$ cat config.mk
export PLATFORM = sky130hd
export DESIGN_NAME = exp_golomb_bit_packer_flat
export DESIGN_NICKNAME = d
export VERILOG_FILES = /design/src/rtl/ego_pkg.sv /design/src/rtl/ego_req_if.sv /design/src/rtl/ego_rsp_if.sv /design/src/rtl/ego_code_gen.sv /design/src/rtl/ego_packer.sv /design/src/rtl/exp_golomb_bit_packer.sv /design/src/flat_wrapper.sv
export SDC_FILE = /design/constraint.sdc
export NUM_CORES = 1
export LEC_CHECK = 0
export BUFFER_PORTS_ARGS = -buffer_cell sky130_fd_sc_hd__buf_2
export CAP_MARGIN = 5
export CORE_MARGIN = 3
export CORE_UTILIZATION = 49
export CTS_BUF_LIST = sky130_fd_sc_hd__clkbuf_16
export DETAILED_ROUTE_END_ITERATION = 10
export HOLD_SLACK_MARGIN = 0.15
export MAX_ROUTING_LAYER = met4
export PLACE_DENSITY = 0.76
export SYNTH_ARGS = -nofsm -noshare
export SYNTH_HDL_FRONTEND = slang
export SYNTH_SLANG_ARGS = --single-unit
export TNS_END_PERCENT = 100
$ cat constraint.sdc
create_clock -name clock -period 9.45 [get_ports clock]
set_clock_uncertainty 0.15 [all_clocks]
set_input_delay 0.4725 -clock clock [delete_from_list [all_inputs] [get_ports clock]]
set_output_delay 0.4725 -clock clock [all_outputs]
set_load 0.1 [all_outputs]
$ cat src/rtl/ego_pkg.sv
package ego_pkg;

   localparam int WORD_W         = 32;
   localparam int VALUE_W        = 16;
   localparam int COUNT_W        = 6;
   localparam int CMD_W          = 2;
   localparam int VALUE_BITS_DEF = 16;

   localparam logic [CMD_W-1:0] CMD_RAW    = 2'd0;
   localparam logic [CMD_W-1:0] CMD_ENCODE = 2'd1;
   localparam logic [CMD_W-1:0] CMD_FLUSH  = 2'd2;

   // one code ready for packing: bits already reversed, first bit at bit 0
   typedef struct packed {
      logic               emit;
      logic               flush;
      logic [COUNT_W-1:0] len;
      logic [WORD_W-1:0]  bits;
   } ego_code_type;

endpackage

$ cat src/rtl/ego_req_if.sv
interface ego_req_if;
   logic                         valid;
   logic                         ready;
   logic [ego_pkg::CMD_W-1:0]    command;
   logic [ego_pkg::VALUE_W-1:0]  value;
   logic [ego_pkg::WORD_W-1:0]   raw_bits;
   logic [ego_pkg::COUNT_W-1:0]  raw_count;

   modport source (output valid, output command, output value, output raw_bits,
                   output raw_count, input ready);
   modport sink   (input valid, input command, input value, input raw_bits,
                   input raw_count, output ready);
endinterface

$ cat src/rtl/ego_rsp_if.sv
interface ego_rsp_if;
   logic                         valid;
   logic                         ready;
   logic [ego_pkg::WORD_W-1:0]   out_word;
   logic [ego_pkg::COUNT_W-1:0]  valid_bits;

   modport source (output valid, output out_word, output valid_bits, input ready);
   modport sink   (input valid, input out_word, input valid_bits, output ready);
endinterface

$ cat src/rtl/ego_code_gen.sv
module ego_code_gen #(
   parameter int VALUE_BITS = ego_pkg::VALUE_BITS_DEF
) (
   input  logic [ego_pkg::CMD_W-1:0]   command,
   input  logic [ego_pkg::VALUE_W-1:0] value,
   input  logic [ego_pkg::WORD_W-1:0]  raw_bits,
   input  logic [ego_pkg::COUNT_W-1:0] raw_count,
   output ego_pkg::ego_code_type       code
);
   import ego_pkg::*;

   // largest value whose code fits in 2*VALUE_BITS-1 bits
   localparam logic [VALUE_W:0] VMAX = (VALUE_W+1)'((1 << VALUE_BITS) - 2);

   logic [COUNT_W-1:0] cnt;
   logic [WORD_W-1:0]  raw_mask;
   logic [VALUE_W:0]   v_sat;
   logic [VALUE_W:0]   c_val;
   logic [4:0]         n_len;
   logic [COUNT_W-1:0] len;
   logic [WORD_W-1:0]  msb_code;
   logic [WORD_W-1:0]  rev;

   always_comb begin
      cnt      = (raw_count > COUNT_W'(WORD_W)) ? COUNT_W'(WORD_W) : raw_count;
      raw_mask = {WORD_W{1'b1}} >> (COUNT_W'(WORD_W) - cnt);

      v_sat = ({1'b0, value} > VMAX) ? VMAX : {1'b0, value};
      c_val = v_sat + (VALUE_W+1)'(1);
      n_len = '0;
      for (int i = 0; i < VALUE_W + 1; i++) begin
         if (c_val[i]) n_len = 5'(i + 1);
      end

      code.emit  = 1'b0;
      code.flush = 1'b0;
      len        = cnt;
      msb_code   = raw_bits & raw_mask;
      case (command)
         CMD_RAW: begin
            code.emit = (cnt != '0);
         end
         CMD_ENCODE: begin
            code.emit = 1'b1;
            len       = {n_len, 1'b0} - COUNT_W'(1);
            msb_code  = WORD_W'(c_val);
         end
         CMD_FLUSH: begin
            code.flush = 1'b1;
         end
         default: begin
            code.emit = 1'b0;
         end
      endcase

      // MSB-first code becomes LSB-first bits for packing upward
      for (int i = 0; i < WORD_W; i++) begin
         rev[i] = msb_code[WORD_W-1-i];
      end
      code.len  = len;
      code.bits = rev >> (COUNT_W'(WORD_W) - len);
   end

endmodule

$ cat src/rtl/ego_packer.sv
module ego_packer (
   input  logic                  clock,
   input  logic                  reset,
   input  logic                  item_valid,
   input  ego_pkg::ego_code_type code,
   output logic                  item_taken,
   ego_rsp_if.source             rsp_ch
);
   import ego_pkg::*;

   logic [WORD_W-1:0]   acc_ff, acc_in;
   logic [4:0]          fill_ff, fill_in;
   logic                rsp_valid_ff, rsp_valid_in;
   logic [WORD_W-1:0]   word_ff, word_in;
   logic [COUNT_W-1:0]  vbits_ff, vbits_in;
   logic [2*WORD_W-1:0] merged;
   logic [COUNT_W-1:0]  sum;

   assign item_taken = item_valid && (!rsp_valid_ff || rsp_ch.ready);

   always_comb begin
      merged = {{WORD_W{1'b0}}, acc_ff} | ({{WORD_W{1'b0}}, code.bits} << fill_ff);
      sum    = {1'b0, fill_ff} + code.len;

      acc_in       = acc_ff;
      fill_in      = fill_ff;
      rsp_valid_in = rsp_valid_ff && !rsp_ch.ready;
      word_in      = word_ff;
      vbits_in     = vbits_ff;

      if (item_taken) begin
         if (code.flush) begin
            if (fill_ff != '0) begin
               word_in      = acc_ff;
               vbits_in     = {1'b0, fill_ff};
               rsp_valid_in = 1'b1;
               acc_in       = '0;
               fill_in      = '0;
            end
         end else if (code.emit) begin
            fill_in = sum[4:0];
            if (sum[5]) begin
               word_in      = merged[WORD_W-1:0];
               vbits_in     = COUNT_W'(WORD_W);
               rsp_valid_in = 1'b1;
               acc_in       = merged[2*WORD_W-1:WORD_W];
            end else begin
               acc_in = merged[WORD_W-1:0];
            end
         end
      end
   end

   always_ff @(posedge clock) begin
      if (reset) begin
         acc_ff       <= '0;
         fill_ff      <= '0;
         rsp_valid_ff <= 1'b0;
      end else begin
         acc_ff       <= acc_in;
         fill_ff      <= fill_in;
         rsp_valid_ff <= rsp_valid_in;
      end
   end

   always_ff @(posedge clock) begin
      word_ff  <= word_in;
      vbits_ff <= vbits_in;
   end

   assign rsp_ch.valid      = rsp_valid_ff;
   assign rsp_ch.out_word   = word_ff;
   assign rsp_ch.valid_bits = vbits_ff;

endmodule

$ cat src/rtl/exp_golomb_bit_packer.sv
// A word accepted on req_ch passes the input register, the code and pack logic
// and the result register before any result it makes shows on rsp_ch.
// Throughput: 1 word per cycle, sustained while rsp_ch takes results.
// One input register and one result register lie around the pack logic.
// Reset: synchronous, active high; clears the accumulator, the fill count and
// both valid flags. Payload registers are not reset.
module exp_golomb_bit_packer #(
   parameter int VALUE_BITS = ego_pkg::VALUE_BITS_DEF
) (
   input  logic      clock,
   input  logic      reset,
   ego_req_if.sink   req_ch,
   ego_rsp_if.source rsp_ch
);
   import ego_pkg::*;

   // input register stage
   logic               s1_valid_ff, s1_valid_in;
   logic [CMD_W-1:0]   s1_command_ff;
   logic [VALUE_W-1:0] s1_value_ff;
   logic [WORD_W-1:0]  s1_raw_bits_ff;
   logic [COUNT_W-1:0] s1_raw_count_ff;

   logic               req_take;
   logic               item_taken;
   ego_code_type       code;

   // stage frees up when its word is consumed by the packer this cycle
   assign req_ch.ready = !s1_valid_ff || item_taken;
   assign req_take     = req_ch.valid && req_ch.ready;

   always_comb begin
      s1_valid_in = s1_valid_ff;
      if (item_taken) s1_valid_in = 1'b0;
      if (req_take)   s1_valid_in = 1'b1;
   end

   always_ff @(posedge clock) begin
      if (reset) begin
         s1_valid_ff <= 1'b0;
      end else begin
         s1_valid_ff <= s1_valid_in;
      end
   end

   // payload held until the stage reloads
   always_ff @(posedge clock) begin
      if (req_take) begin
         s1_command_ff   <= req_ch.command;
         s1_value_ff     <= req_ch.value;
         s1_raw_bits_ff  <= req_ch.raw_bits;
         s1_raw_count_ff <= req_ch.raw_count;
      end
   end

   // code formation: raw mask or exp-Golomb code, bit reversed for packing
   ego_code_gen #(
      .VALUE_BITS (VALUE_BITS)
   ) u_code_gen (
      .command   (s1_command_ff),
      .value     (s1_value_ff),
      .raw_bits  (s1_raw_bits_ff),
      .raw_count (s1_raw_count_ff),
      .code      (code)
   );

   // accumulator, word completion / flush, result register
   ego_packer u_packer (
      .clock      (clock),
      .reset      (reset),
      .item_valid (s1_valid_ff),
      .code       (code),
      .item_taken (item_taken),
      .rsp_ch     (rsp_ch)
   );

endmodule

$ cat src/flat_wrapper.sv
// flat-port wrapper written by rule: the top's interface ports become plain ports
module exp_golomb_bit_packer_flat import ego_pkg::*;
#(
   parameter int VALUE_BITS = ego_pkg::VALUE_BITS_DEF
)
  (clock, reset, req_ch_valid, req_ch_command, req_ch_value, req_ch_raw_bits, req_ch_raw_count, req_ch_ready, rsp_ch_valid, rsp_ch_out_word, rsp_ch_valid_bits, rsp_ch_ready);
  ego_req_if req_ch_i ();
  ego_rsp_if rsp_ch_i ();
  input  logic clock;
  input  logic reset;
  input wire logic [$bits(req_ch_i.valid)-1:0] req_ch_valid;
  input wire logic [$bits(req_ch_i.command)-1:0] req_ch_command;
  input wire logic [$bits(req_ch_i.value)-1:0] req_ch_value;
  input wire logic [$bits(req_ch_i.raw_bits)-1:0] req_ch_raw_bits;
  input wire logic [$bits(req_ch_i.raw_count)-1:0] req_ch_raw_count;
  output wire logic [$bits(req_ch_i.ready)-1:0] req_ch_ready;
  output wire logic [$bits(rsp_ch_i.valid)-1:0] rsp_ch_valid;
  output wire logic [$bits(rsp_ch_i.out_word)-1:0] rsp_ch_out_word;
  output wire logic [$bits(rsp_ch_i.valid_bits)-1:0] rsp_ch_valid_bits;
  input wire logic [$bits(rsp_ch_i.ready)-1:0] rsp_ch_ready;
  assign req_ch_i.valid = req_ch_valid;
  assign req_ch_i.command = req_ch_command;
  assign req_ch_i.value = req_ch_value;
  assign req_ch_i.raw_bits = req_ch_raw_bits;
  assign req_ch_i.raw_count = req_ch_raw_count;
  assign req_ch_ready = req_ch_i.ready;
  assign rsp_ch_valid = rsp_ch_i.valid;
  assign rsp_ch_out_word = rsp_ch_i.out_word;
  assign rsp_ch_valid_bits = rsp_ch_i.valid_bits;
  assign rsp_ch_i.ready = rsp_ch_ready;
  exp_golomb_bit_packer #(.VALUE_BITS(VALUE_BITS)) u_core (.clock(clock), .reset(reset), .req_ch(req_ch_i), .rsp_ch(rsp_ch_i));
endmodule
==> results of run 1 <==
==> what timing repair did <==
action	4_1_cts	5_1_grt
hold endpoints to repair	57	0
resized for setup	0	0
hold buffers	57	0
==> per-layer routing <==
metal / vias up / share of wire [%]
met3: 216 / 9.0
met5: - / 0
met2: 865 / 46
met1: 5894 / 39
li1: 5629 / -
met4: 0 / 6.6
==> power by group through the flow <==
stage | combinational (mW) | sequential (mW) | clock, mW
5_1_grt | 1.04 | 0.694 | 0.764
4_1_cts | 0.954 | 0.690 | 0.733
2_1_floorplan | 0.618 | 0.762 | 0
3_5_place_dp | 0.930 | 0.702 | 0
3_3_place_gp | 0.928 | 0.701 | 0
6_report | 0.984 | 0.691 | 0.736
==> worst max-delay path, cell delays in order, from the launching register on <==
cell and delay [ps]:
edfxtp_1 630, nand4_4 190, or4_4 580, o21ai_0 380
inv_1 80, ha_1 300, nand3_1 140, nor2_1 90
o31ai_1 310, or2b_2 330, a311o_1 400, a21oi_1 250
nand2_1 70, o21ai_0 110, inv_1 130, ha_1 240
xnor2_2 730, a32oi_1 360, mux2i_1 340, nor3_1 140
or2_2 380, mux4_2 550, and2b_2 220, o31ai_1 560
o21ai_2 210, a221o_1 380
==> flip-flops by register name, summed over array words and instances (netlist names) <==
register / count
u_core.s1_raw_count_ff: 6
u_core.u_packer.rsp_ch.valid: 1
u_core.u_packer.rsp_ch.out_word: 32
u_core.s1_value_ff: 16
u_core.s1_valid_ff: 1
u_core.s1_command_ff: 2
u_core.s1_raw_bits_ff: 32
u_core.u_packer.fill_ff: 5
u_core.u_packer.rsp_ch.valid_bits: 6
u_core.u_packer.acc_ff: 32
==> path summary, 6_finish.rpt <==
path	endpoint	slack, ps
worst min register to register	u_core.u_packer.acc_ff[7]	320
worst min-delay path	u_core.u_packer.rsp_ch.valid	240
worst max-delay path	u_core.u_packer.rsp_ch.out_word[31]	930
worst max register to register	u_core.u_packer.rsp_ch.out_word[31]	930
==> cell usage after synthesis, drive strengths merged (11+ instances only) <==
cell type / number
or3: 16
o21bai: 13
nor4: 23
inv: 26
o22ai: 24
a211oi: 31
a31oi: 19
and3: 17
mux2: 24
buf: 26
nor3: 54
o31ai: 18
a221oi: 11
nand3: 54
mux4: 26
dfxtp: 39
a21o: 27
nand2b: 16
ha: 13
nor2: 136
a22oi: 11
nand2: 114
mux2i: 57
a21oi: 82
clkbuf: 85
o211ai: 23
xnor2: 11
a221o: 14
o21ai: 61
edfxtp: 94
o311ai: 12
==> cell type report <==
type | count | area, sq um | area share [%]
multi-input combinational | 1104 | 7730 | 56.01
tap | 319 | 399.1 | 2.892
clock inverter | 12 | 137.6 | 0.9973
timing repair buffer | 190 | 1321 | 9.574
sequential | 133 | 3603 | 26.11
clock buffer | 20 | 500.5 | 3.626
inverter | 29 | 108.9 | 0.7888
==> cell families after synthesis <==
family	after synthesis
flops	133
mux	107
fa+ha+maj	14
xor+xnor	16
compound gates	469
buf+inv	141
simple gates	498
==> impl_metrics.prom, run 1 <==
# TYPE chip_impl_metric gauge
chip_impl_metric{name="die_x",unit="um"} 162.7
chip_impl_info{name="clock_tree_from_tritoncts",value="yes"} 1
chip_impl_metric{name="grt_use_met2",unit="%"} 52.80
chip_impl_metric{name="whs",unit="ps"} 235.1
chip_impl_metric{name="wl",unit="mm"} 44.23
chip_impl_metric{name="synth_xor_area_share",unit="%"} 1.165
chip_impl_info{name="postSynth.topFlopCell",value="edfxtp_1"} 1
chip_impl_metric{name="power_per_cell_area",unit="nW/um^2"} 174.7
chip_impl_metric{name="timing.critical_path.fanout_max",unit=""} 18
chip_impl_metric{name="worst_slack",unit="ps"} 934.4
chip_impl_metric{name="initialDrtViolationCount",unit=""} 2009
chip_impl_metric{name="final-max-slew-violation-count",unit=""} 0
chip_impl_metric{name="yosys_warnings",unit=""} 0
chip_impl_metric{name="clk_path_buf_depth",unit=""} 2
chip_impl_metric{name="ant_nets",unit=""} 0
chip_impl_metric{name="timing.slew.headroom",unit="%"} 22.24
chip_impl_metric{name="ys_seq_area_share",unit="%"} 29.95
chip_impl_metric{name="final_area",unit="sq um"} 13800
chip_impl_info{name="clockRootBuffer",value="clkbuf_16"} 1
chip_impl_metric{name="fillers",unit=""} 2131
chip_impl_metric{name="final_gp_congestion",unit=""} 1.077
chip_impl_metric{name="floorplan.initialDensity",unit="%"} 50.51
chip_impl_info{name="setup_repair_after_global_routing_missed_its_margin",value="false"} 1
chip_impl_metric{name="pwr-share-seq",unit="%"} 28.6
chip_impl_metric{name="final_layout_net_count",unit=""} 1549
chip_impl_metric{name="placeableCoreArea",unit="sq um"} 23820
chip_impl_metric{name="insertion_delay",unit="ps"} 450
chip_impl_metric{name="net-switching-power",unit="mW"} 0.9600
chip_impl_metric{name="antenna_fix_cells",unit=""} 0
chip_impl_metric{name="remaining_drc_errors",unit=""} 0
chip_impl_metric{name="netlist-cell-type-count",unit=""} 111
chip_impl_metric{name="final.min_clock_period",unit="ps"} 8516
chip_impl_metric{name="worst-r2r-cell-count",unit=""} 25
chip_impl_metric{name="via_count_of_the_first_global_routing_pass",unit=""} 11750
chip_impl_metric{name="synth.cell_area",unit="sq um"} 12030
chip_impl_metric{name="gr-total-overflow",unit=""} 0
chip_impl_metric{name="finalCritPeriodShare",unit="%"} 90.11
chip_impl_metric{name="cellLeakagePower",unit="nW"} 5.172
chip_impl_metric{name="yosys.area_share.adder",unit="%"} 1.518
chip_impl_metric{name="placedCellCount",unit=""} 1718
chip_impl_metric{name="vdd.ir_drop.worst",unit="mV"} 0.09778
chip_impl_metric{name="power.switching_fraction",unit="%"} 39.83
chip_impl_metric{name="worst_slew_pin_slew",unit="ps"} 1158
chip_impl_metric{name="track_usage",unit="%"} 34.23
chip_impl_metric{name="dp_hpwl",unit="mm"} 31.96
chip_impl_info{name="r2r-start",value="u_core.s1_value_ff[4]"} 1
chip_impl_metric{name="finalHoldViolations",unit=""} 0
chip_impl_info{name="endpoint_kind",value="flop"} 1
chip_impl_metric{name="synth.ff_latch_count",unit=""} 133
chip_impl_metric{name="cts_made_buffers",unit=""} 17
chip_impl_metric{name="intPower",unit="mW"} 1.451
chip_impl_metric{name="grt_use_met1",unit="%"} 43.47
chip_impl_metric{name="placement_rows",unit=""} 56
chip_impl_metric{name="worst_ep_arrival_time",unit="ps"} 8560
chip_impl_metric{name="worst_ep_required_time",unit="ps"} 9490
chip_impl_metric{name="worst_hold_path.num_cells",unit=""} 3
chip_impl_metric{name="layout-drive-gt1-share",unit="%"} 18.62
chip_impl_metric{name="synth_area_per_cell",unit="sq um"} 8.732
chip_impl_metric{name="routedWlPerCell",unit="um"} 24.48
chip_impl_info{name="cp-startpoint",value="u_core.s1_value_ff[4]"} 1
chip_impl_metric{name="max_cap_violations",unit=""} 0
chip_impl_metric{name="clkSinkCount",unit=""} 133
chip_impl_info{name="min_path_type",value="in2reg"} 1
chip_impl_metric{name="fin_tns_setup",unit="ps"} 0
chip_impl_metric{name="final_core_util",unit="%"} 57.93
chip_impl_metric{name="antenna_found_initial",unit=""} 0
chip_impl_info{name="layout.cells.most_common_list",value="nor2_1 (133), nand2_1 (113), buf_2 (99)"} 1
chip_impl_metric{name="asyncSetResetFlopFracSynth",unit="%"} 0
chip_impl_metric{name="fmaxAchievable",unit="MHz"} 117.4
chip_impl_metric{name="post_drt_via_cell_ratio",unit=""} 6.975
chip_impl_metric{name="dpl_cell_area",unit="sq um"} 12590
chip_impl_metric{name="power.share.combinational",unit="%"} 40.8
chip_impl_metric{name="synth-edff-count",unit=""} 94
chip_impl_metric{name="totalPowerFinal",unit="mW"} 2.411
chip_impl_metric{name="synth-compound-area-share",unit="%"} 28.40
chip_impl_metric{name="synth_nets",unit=""} 1452
chip_impl_metric{name="total_number_of_vias",unit=""} 12600
chip_impl_info{name="cell_type_with_the_highest_aggregate_area_in_the_netlist",value="edfxtp_1"} 1
chip_impl_metric{name="yosys.area_share.simple",unit="%"} 21.03
chip_impl_metric{name="postCtsSetupRepairBufs",unit=""} 0
chip_impl_info{name="synthTopCellsByArea",value="edfxtp_1 (23%), dfxtp_1 (6.5%), mux2i_1 (4.7%)"} 1
chip_impl_metric{name="post-place-ws",unit="ps"} 1172
chip_impl_info{name="critPathLaunchType",value="flop"} 1
chip_impl_metric{name="ctsHtreeMaxLevel",unit=""} 4
chip_impl_info{name="layout_commonest_cell",value="nor2_1"} 1
chip_impl_info{name="main_combinational_cell_family_by_area_after_synthesis",value="compound AO/OA/AOI/OAI gates"} 1
chip_impl_metric{name="grt_pass1_wl",unit="mm"} 68.84
chip_impl_metric{name="detail_route.first_pass.iterations",unit=""} 7
chip_impl_info{name="timing.setup.critical_path_class",value="reg2reg"} 1
chip_impl_metric{name="io_buffers",unit=""} 99
chip_impl_metric{name="finalSetupViolations",unit=""} 0
chip_impl_metric{name="finalNonFillerCells",unit=""} 1807
chip_impl_metric{name="grt_start_max_net_pins",unit=""} 57
chip_impl_metric{name="clk_pin_slew",unit="ps"} 60
chip_impl_info{name="min-delay-start",value="rsp_ch_ready"} 1
chip_impl_info{name="outcome",value="complete, no violations"} 1
chip_impl_metric{name="power_frac_clock",unit="%"} 30.5
chip_impl_info{name="global_routing_s_busiest_layer",value="met2"} 1
chip_impl_metric{name="groute.layer.met3.usage",unit="%"} 5.290
chip_impl_metric{name="synthCells",unit=""} 1378
chip_impl_metric{name="muxShareOfSynthArea",unit="%"} 11.98
chip_impl_metric{name="pin_count",unit=""} 100
chip_impl_metric{name="design.die.area",unit="sq um"} 26470
chip_impl_metric{name="synth.top_cell.area_share",unit="%"} 23.46
chip_impl_metric{name="die_y",unit="um"} 162.7
chip_impl_metric{name="area_growth",unit="%"} 14.69
(Power assumes the default switching activity.)
==> run 2: changes to the inputs <==
Settings changed: GPL_TIMING_DRIVEN set to 0.
==> run 2 against run 1 <==
- the run now ends with design-rule violations left
- maximum frequency decreased by 5.0%
- design area increased by 2.4%
- non-clock buffer count increased by 80
- wire length increased by 17%
- critical path depth increased by 3
- total power increased by 1.1%
- register-to-register slack got worse by 450 ps
==> impl_metrics.prom, run 2 (same netlist as run 1, synthesis figures left out) <==
# TYPE chip_impl_metric gauge
chip_impl_metric{name="initialDrtViolationCount",unit=""} 2016
chip_impl_metric{name="design.die.area",unit="sq um"} 26470
chip_impl_info{name="min_path_type",value="in2reg"} 1
chip_impl_metric{name="finalCritPeriodShare",unit="%"} 94.90
chip_impl_metric{name="final_gp_congestion",unit=""} 1.048
chip_impl_metric{name="placeableCoreArea",unit="sq um"} 23820
chip_impl_metric{name="insertion_delay",unit="ps"} 440
chip_impl_metric{name="final-max-slew-violation-count",unit=""} 0
chip_impl_metric{name="max_cap_violations",unit=""} 0
chip_impl_metric{name="finalSetupViolations",unit=""} 0
chip_impl_info{name="layout_commonest_cell",value="nor2_1"} 1
chip_impl_metric{name="grt_pass1_wl",unit="mm"} 77.95
chip_impl_info{name="outcome",value="finished, violations left"} 1
chip_impl_metric{name="grt_start_max_net_pins",unit=""} 47
chip_impl_metric{name="layout-drive-gt1-share",unit="%"} 18.05
chip_impl_metric{name="worst_slew_pin_slew",unit="ps"} 1231
chip_impl_metric{name="finalHoldViolations",unit=""} 0
chip_impl_metric{name="die_x",unit="um"} 162.7
chip_impl_info{name="clockRootBuffer",value="clkbuf_16"} 1
chip_impl_metric{name="timing.critical_path.fanout_max",unit=""} 10
chip_impl_metric{name="gr-total-overflow",unit=""} 0
chip_impl_metric{name="track_usage",unit="%"} 39.80
chip_impl_metric{name="total_number_of_vias",unit=""} 13290
chip_impl_metric{name="worst_ep_arrival_time",unit="ps"} 9100
chip_impl_metric{name="routedWlPerCell",unit="um"} 27.45
chip_impl_info{name="endpoint_kind",value="flop"} 1
chip_impl_metric{name="fmaxAchievable",unit="MHz"} 111.5
chip_impl_metric{name="post_drt_via_cell_ratio",unit=""} 7.043
chip_impl_metric{name="whs",unit="ps"} 154.3
chip_impl_metric{name="cellLeakagePower",unit="nW"} 5.275
chip_impl_metric{name="detail_route.first_pass.iterations",unit=""} 9
chip_impl_info{name="clock_tree_from_tritoncts",value="yes"} 1
chip_impl_metric{name="floorplan.initialDensity",unit="%"} 50.51
chip_impl_metric{name="vdd.ir_drop.worst",unit="mV"} 0.09934
chip_impl_info{name="timing.setup.critical_path_class",value="reg2reg"} 1
chip_impl_metric{name="ctsHtreeMaxLevel",unit=""} 4
chip_impl_metric{name="cts_made_buffers",unit=""} 17
chip_impl_info{name="critPathLaunchType",value="flop"} 1
chip_impl_metric{name="fillers",unit=""} 2174
chip_impl_metric{name="antenna_found_initial",unit=""} 0
chip_impl_metric{name="dp_hpwl",unit="mm"} 39.45
chip_impl_metric{name="via_count_of_the_first_global_routing_pass",unit=""} 12620
chip_impl_metric{name="clkSinkCount",unit=""} 133
chip_impl_metric{name="antenna_fix_cells",unit=""} 0
chip_impl_metric{name="timing.slew.headroom",unit="%"} 17.46
chip_impl_metric{name="remaining_drc_errors",unit=""} 2
chip_impl_metric{name="wl",unit="mm"} 51.79
chip_impl_metric{name="clk_path_buf_depth",unit=""} 2
chip_impl_metric{name="final_layout_net_count",unit=""} 1629
chip_impl_metric{name="slowest_delay",unit="ps"} 630
chip_impl_info{name="failed_checks",value="design-rule violations"} 1
chip_impl_info{name="critical-path-slowest-cell",value="mux2i_1"} 1
chip_impl_metric{name="area_growth",unit="%"} 17.44
chip_impl_metric{name="placement_rows",unit=""} 56
chip_impl_metric{name="power_per_cell_area",unit="nW/um^2"} 172.4
chip_impl_metric{name="final.min_clock_period",unit="ps"} 8968
chip_impl_info{name="setup_repair_after_global_routing_missed_its_margin",value="false"} 1
chip_impl_metric{name="io_buffers",unit=""} 98
chip_impl_metric{name="worst_ep_required_time",unit="ps"} 9580
chip_impl_metric{name="pin_count",unit=""} 100
chip_impl_info{name="layout.cells.most_common_list",value="nor2_1 (133), nand2_1 (113), buf_2 (112)"} 1
chip_impl_metric{name="ant_nets",unit=""} 0
chip_impl_metric{name="totalPowerFinal",unit="mW"} 2.437
chip_impl_metric{name="die_y",unit="um"} 162.7
chip_impl_metric{name="final_core_util",unit="%"} 59.32
chip_impl_metric{name="clk_pin_slew",unit="ps"} 70
[run 2: through the flow]
| stage | setup slack, ps | cells | cell area (sq um) | TNS, ps |
|---|---|---|---|---|
| 2_1_floorplan | 2407 | 1378 | 12030 | 0 |
| 3_3_place_gp | -319.2 | 1795 | 12920 | -825.7 |
| 3_5_place_dp | 263.5 | 1797 | 12950 | 0 |
| 4_1_cts | 128.4 | 1885 | 14090 | 0 |
| 5_1_grt | 27.59 | 1887 | 14130 | 0 |
| 6_report | 481.8 | 1887 | 14130 | 0 |
[run 2: path summary, 6_finish.rpt]
kind | from | end | slack, ps | cells after the start
worst max-delay path | u_core.s1_value_ff[11] | u_core.u_packer.acc_ff[12] | 480 | 28
worst min-delay path | req_ch_valid | u_core.s1_valid_ff | 150 | 3
worst max register to register | u_core.s1_value_ff[11] | u_core.u_packer.acc_ff[12] | 480 | 28
worst min register to register | u_core.u_packer.acc_ff[22] | u_core.u_packer.acc_ff[22] | 320 | 2
[run 2: critical path, delay by kind of cell, from the launching register on]
kind,cells,cell delay [ps]
adders and majority gates,2,480
DFF,1,320
and+or+nand+nor,6,1450
muxes,3,1490
buffers and inverters,7,1780
AOI/OAI and AO/OA,10,3130
[run 2: layout make-up]
class / count / area (sq um) / area share [%]
Inverter: 29 / 108.9 / 0.7703
Sequential cell: 133 / 3603 / 25.50
Buffer: 112 / 609.3 / 4.312
Tap cell: 319 / 399.1 / 2.825
Clock buffer: 17 / 425.4 / 3.010
Multi-Input combinational cell: 1104 / 7744 / 54.80
Clock inverter: 15 / 155.1 / 1.098
Timing Repair Buffer: 158 / 1086 / 7.685
[run 2: routing by layer]
layer / routed length (um) / GRT usage (%) / up-vias
li1: - / - / 5791
met1: 19390 / 49.68 / 6345
met2: 24060 / 62.56 / 979
met3: 5547 / 7.452 / 176
met4: 2796 / 18.95 / 0
met5: 0 / - / -
[run 2: report_power, final]
part | switching [mW] | internal [mW]
Sequential | 0.0172 | 0.665
Clock | 0.290 | 0.390
Combinational | 0.718 | 0.357
Total | 1.02 | 1.41
[run 2: timing repair]
action,in CTS,in global routing
endpoints found under the setup margin,0,17
buffers inserted,0,0
resized for setup,0,6
hold buffers,56,0
endpoints found under the hold margin,56,0
==> run 3: changes to the inputs <==
Settings changed: CORE_UTILIZATION 49 to 33, PLACE_DENSITY 0.76 to 0.58.
==> run 3 against run 2 <==
- the flow now finishes without violations
- register-to-register slack improved by 120 ps
- maximum frequency is 1.4% higher
- total power fell by 1.5%
- clock power decreased by 5.7%
- sequential power about the same
- count of clock-buffer cells in the layout is the same
- design area grew 1.6%
- sequential share of layout area down 0.40 points
- hold slack improved by 53 ps
- first-iteration DRC count is 21% lower
- critical path type unchanged
- critical path depth fell by 1
==> impl_metrics.prom, run 3 (same netlist as run 1, synthesis figures left out) <==
# TYPE chip_impl_metric gauge
chip_impl_metric{name="via_count_of_the_first_global_routing_pass",unit=""} 12570
chip_impl_metric{name="insertion_delay",unit="ps"} 450
chip_impl_metric{name="finalSetupViolations",unit=""} 0
chip_impl_metric{name="dp_hpwl",unit="mm"} 41.91
chip_impl_metric{name="timing.critical_path.fanout_max",unit=""} 10
chip_impl_metric{name="routedWlPerCell",unit="um"} 26.44
chip_impl_metric{name="worst_ep_required_time",unit="ps"} 9460
chip_impl_metric{name="pin_count",unit=""} 100
chip_impl_info{name="timing.setup.critical_path_class",value="reg2reg"} 1
chip_impl_info{name="min_path_type",value="in2reg"} 1
chip_impl_metric{name="clk_pin_slew",unit="ps"} 70
chip_impl_metric{name="ctsHtreeMaxLevel",unit=""} 4
chip_impl_metric{name="placedCellCount",unit=""} 1940
chip_impl_metric{name="antenna_fix_cells",unit=""} 0
chip_impl_metric{name="total_number_of_vias",unit=""} 12930
chip_impl_metric{name="cts_made_buffers",unit=""} 17
chip_impl_metric{name="vdd.ir_drop.worst",unit="mV"} 0.1671
chip_impl_info{name="clockRootBuffer",value="clkbuf_16"} 1
chip_impl_metric{name="final.min_clock_period",unit="ps"} 8844
chip_impl_metric{name="finalCritPeriodShare",unit="%"} 93.58
chip_impl_metric{name="final_layout_net_count",unit=""} 1629
chip_impl_metric{name="floorplan.initialDensity",unit="%"} 33.67
chip_impl_metric{name="timing.slew.headroom",unit="%"} 13.39
chip_impl_info{name="cp-endpoint",value="u_core.u_packer.rsp_ch.out_word[29]"} 1
chip_impl_info{name="layout.cells.most_common_list",value="nor2_1 (133), nand2_1 (113), buf_2 (112)"} 1
chip_impl_metric{name="finalHoldViolations",unit=""} 0
chip_impl_metric{name="clkSinkCount",unit=""} 133
chip_impl_metric{name="groute.layer.met3.usage",unit="%"} 4.650
chip_impl_info{name="regToRegEndpoint",value="u_core.u_packer.rsp_ch.out_word[29]"} 1
chip_impl_metric{name="initialDrtViolationCount",unit=""} 1583
chip_impl_metric{name="worst-path-buf-inv",unit=""} 4
chip_impl_info{name="setup_repair_after_global_routing_missed_its_margin",value="false"} 1
chip_impl_metric{name="grt_use_met2",unit="%"} 44.57
chip_impl_metric{name="worst_hold_path.num_cells",unit=""} 3
chip_impl_info{name="global_routing_s_busiest_layer",value="met2"} 1
chip_impl_metric{name="remaining_drc_errors",unit=""} 0
chip_impl_metric{name="grt_start_max_net_pins",unit=""} 44
chip_impl_metric{name="detail_route.first_pass.iterations",unit=""} 6
chip_impl_metric{name="fin_tns_setup",unit="ps"} 0
chip_impl_metric{name="fmaxAchievable",unit="MHz"} 113.1
chip_impl_metric{name="ant_nets",unit=""} 0
chip_impl_info{name="cp-startpoint",value="u_core.s1_value_ff[11]"} 1
chip_impl_info{name="outcome",value="complete, no violations"} 1
chip_impl_metric{name="placement_rows",unit=""} 69
chip_impl_metric{name="design.die.area",unit="sq um"} 38790
chip_impl_metric{name="grt_pass1_wl",unit="mm"} 80.22
chip_impl_info{name="endpoint_kind",value="flop"} 1
chip_impl_metric{name="grt_use_met1",unit="%"} 35.46
chip_impl_metric{name="track_usage",unit="%"} 28.08
chip_impl_metric{name="layout-drive-gt1-share",unit="%"} 18.24
chip_impl_metric{name="finalNonFillerCells",unit=""} 2029
chip_impl_metric{name="power_per_cell_area",unit="nW/um^2"} 167.1
chip_impl_metric{name="placeableCoreArea",unit="sq um"} 35740
chip_impl_metric{name="final-max-slew-violation-count",unit=""} 0
chip_impl_metric{name="slowest_delay",unit="ps"} 670
chip_impl_info{name="cp_top_family",value="compound AO/OA/AOI/OAI gates"} 1
chip_impl_metric{name="whs",unit="ps"} 207.3
chip_impl_metric{name="worst-r2r-cell-count",unit=""} 27
chip_impl_metric{name="io_buffers",unit=""} 98
chip_impl_info{name="critPathLaunchType",value="flop"} 1
chip_impl_metric{name="critical_path_cell_count",unit=""} 27
chip_impl_metric{name="reg2reg_slack",unit="ps"} 610
chip_impl_metric{name="gr-total-overflow",unit=""} 0
chip_impl_info{name="r2r-start",value="u_core.s1_value_ff[11]"} 1
chip_impl_metric{name="max_cap_violations",unit=""} 0
chip_impl_metric{name="worst_slew_pin_slew",unit="ps"} 1287
chip_impl_metric{name="post_drt_via_cell_ratio",unit=""} 6.371
chip_impl_metric{name="clk_path_buf_depth",unit=""} 2
chip_impl_metric{name="final_core_util",unit="%"} 40.17
chip_impl_info{name="clock_tree_from_tritoncts",value="yes"} 1
chip_impl_info{name="critical-path-slowest-cell",value="a211oi_1"} 1
chip_impl_metric{name="die_x",unit="um"} 197.0
chip_impl_metric{name="postCtsSetupRepairBufs",unit=""} 0
chip_impl_metric{name="worst_ep_arrival_time",unit="ps"} 8850
chip_impl_metric{name="die_y",unit="um"} 197.0
chip_impl_metric{name="antenna_found_initial",unit=""} 0
chip_impl_metric{name="final_gp_congestion",unit=""} 1.024
chip_impl_metric{name="area_growth",unit="%"} 19.31
chip_impl_metric{name="wl",unit="mm"} 53.65
chip_impl_metric{name="totalPowerFinal",unit="mW"} 2.400
chip_impl_info{name="layout_commonest_cell",value="nor2_1"} 1
chip_impl_metric{name="cellLeakagePower",unit="nW"} 5.269
==> run 3: per-layer routing <==
metal  part of all wire [%]  wire [um]
met5                      0          0
met4                    5.2       2804
met3                    7.4       3985
met2                     46      24560
met1                     42      22300
==> run 3: worst min-delay path by stage <==
stage | endpoint | from
after floorplan | u_core.u_packer.acc_ff[7] | u_core.u_packer.acc_ff[7]
after global placement | u_core.u_packer.acc_ff[22] | u_core.u_packer.acc_ff[22]
after detailed placement | u_core.u_packer.acc_ff[29] | u_core.u_packer.acc_ff[29]
after CTS | u_core.s1_valid_ff | rsp_ch_ready
after global routing | u_core.s1_valid_ff | rsp_ch_ready
final | u_core.s1_valid_ff | rsp_ch_ready
==> run 3: where the power goes <==
| part | switching (mW) | internal [mW] | total, mW |
|---|---|---|---|
| clock network | 0.279 | 0.362 | 0.641 |
| logic | 0.716 | 0.360 | 1.08 |
| registers | 0.0174 | 0.665 | 0.682 |
| total | 1.01 | 1.39 | 2.40 |
==> run 3: cell type report <==
cell class              count  area [sq um]
flip-flops and latches    133          3603
clock buffers              17         425.4
plain buffers             112         609.3
clock inverters            15         132.6
repair buffers            158          1114
multi-input cells        1104          7786
fillers                  3684         21390
well taps                 461         576.8
inverters                  29         108.9
==> run 3: timing repair <==
item                                   in CTS  in global routing
gates resized for setup                     1                 14
setup endpoints to repair                   4                 56
endpoints found under the hold margin      57                  0
pin swaps                                   0                  0
hold buffers                               57                  0
==> run 3: tightest hold or removal path, stage by stage <==
cell      delay (ps)
buf_2             80
nand3b_1         130
a21oi_1           70
==> run 3: stage by stage <==
stage | instance area, sq um | setup WS, ps
floorplan | 12030 | 2407
global placement | 13100 | -179.2
detailed placement | 13150 | -222.4
CTS | 14290 | 7.200
global route | 14360 | 159.6
finish | 14360 | 606.3
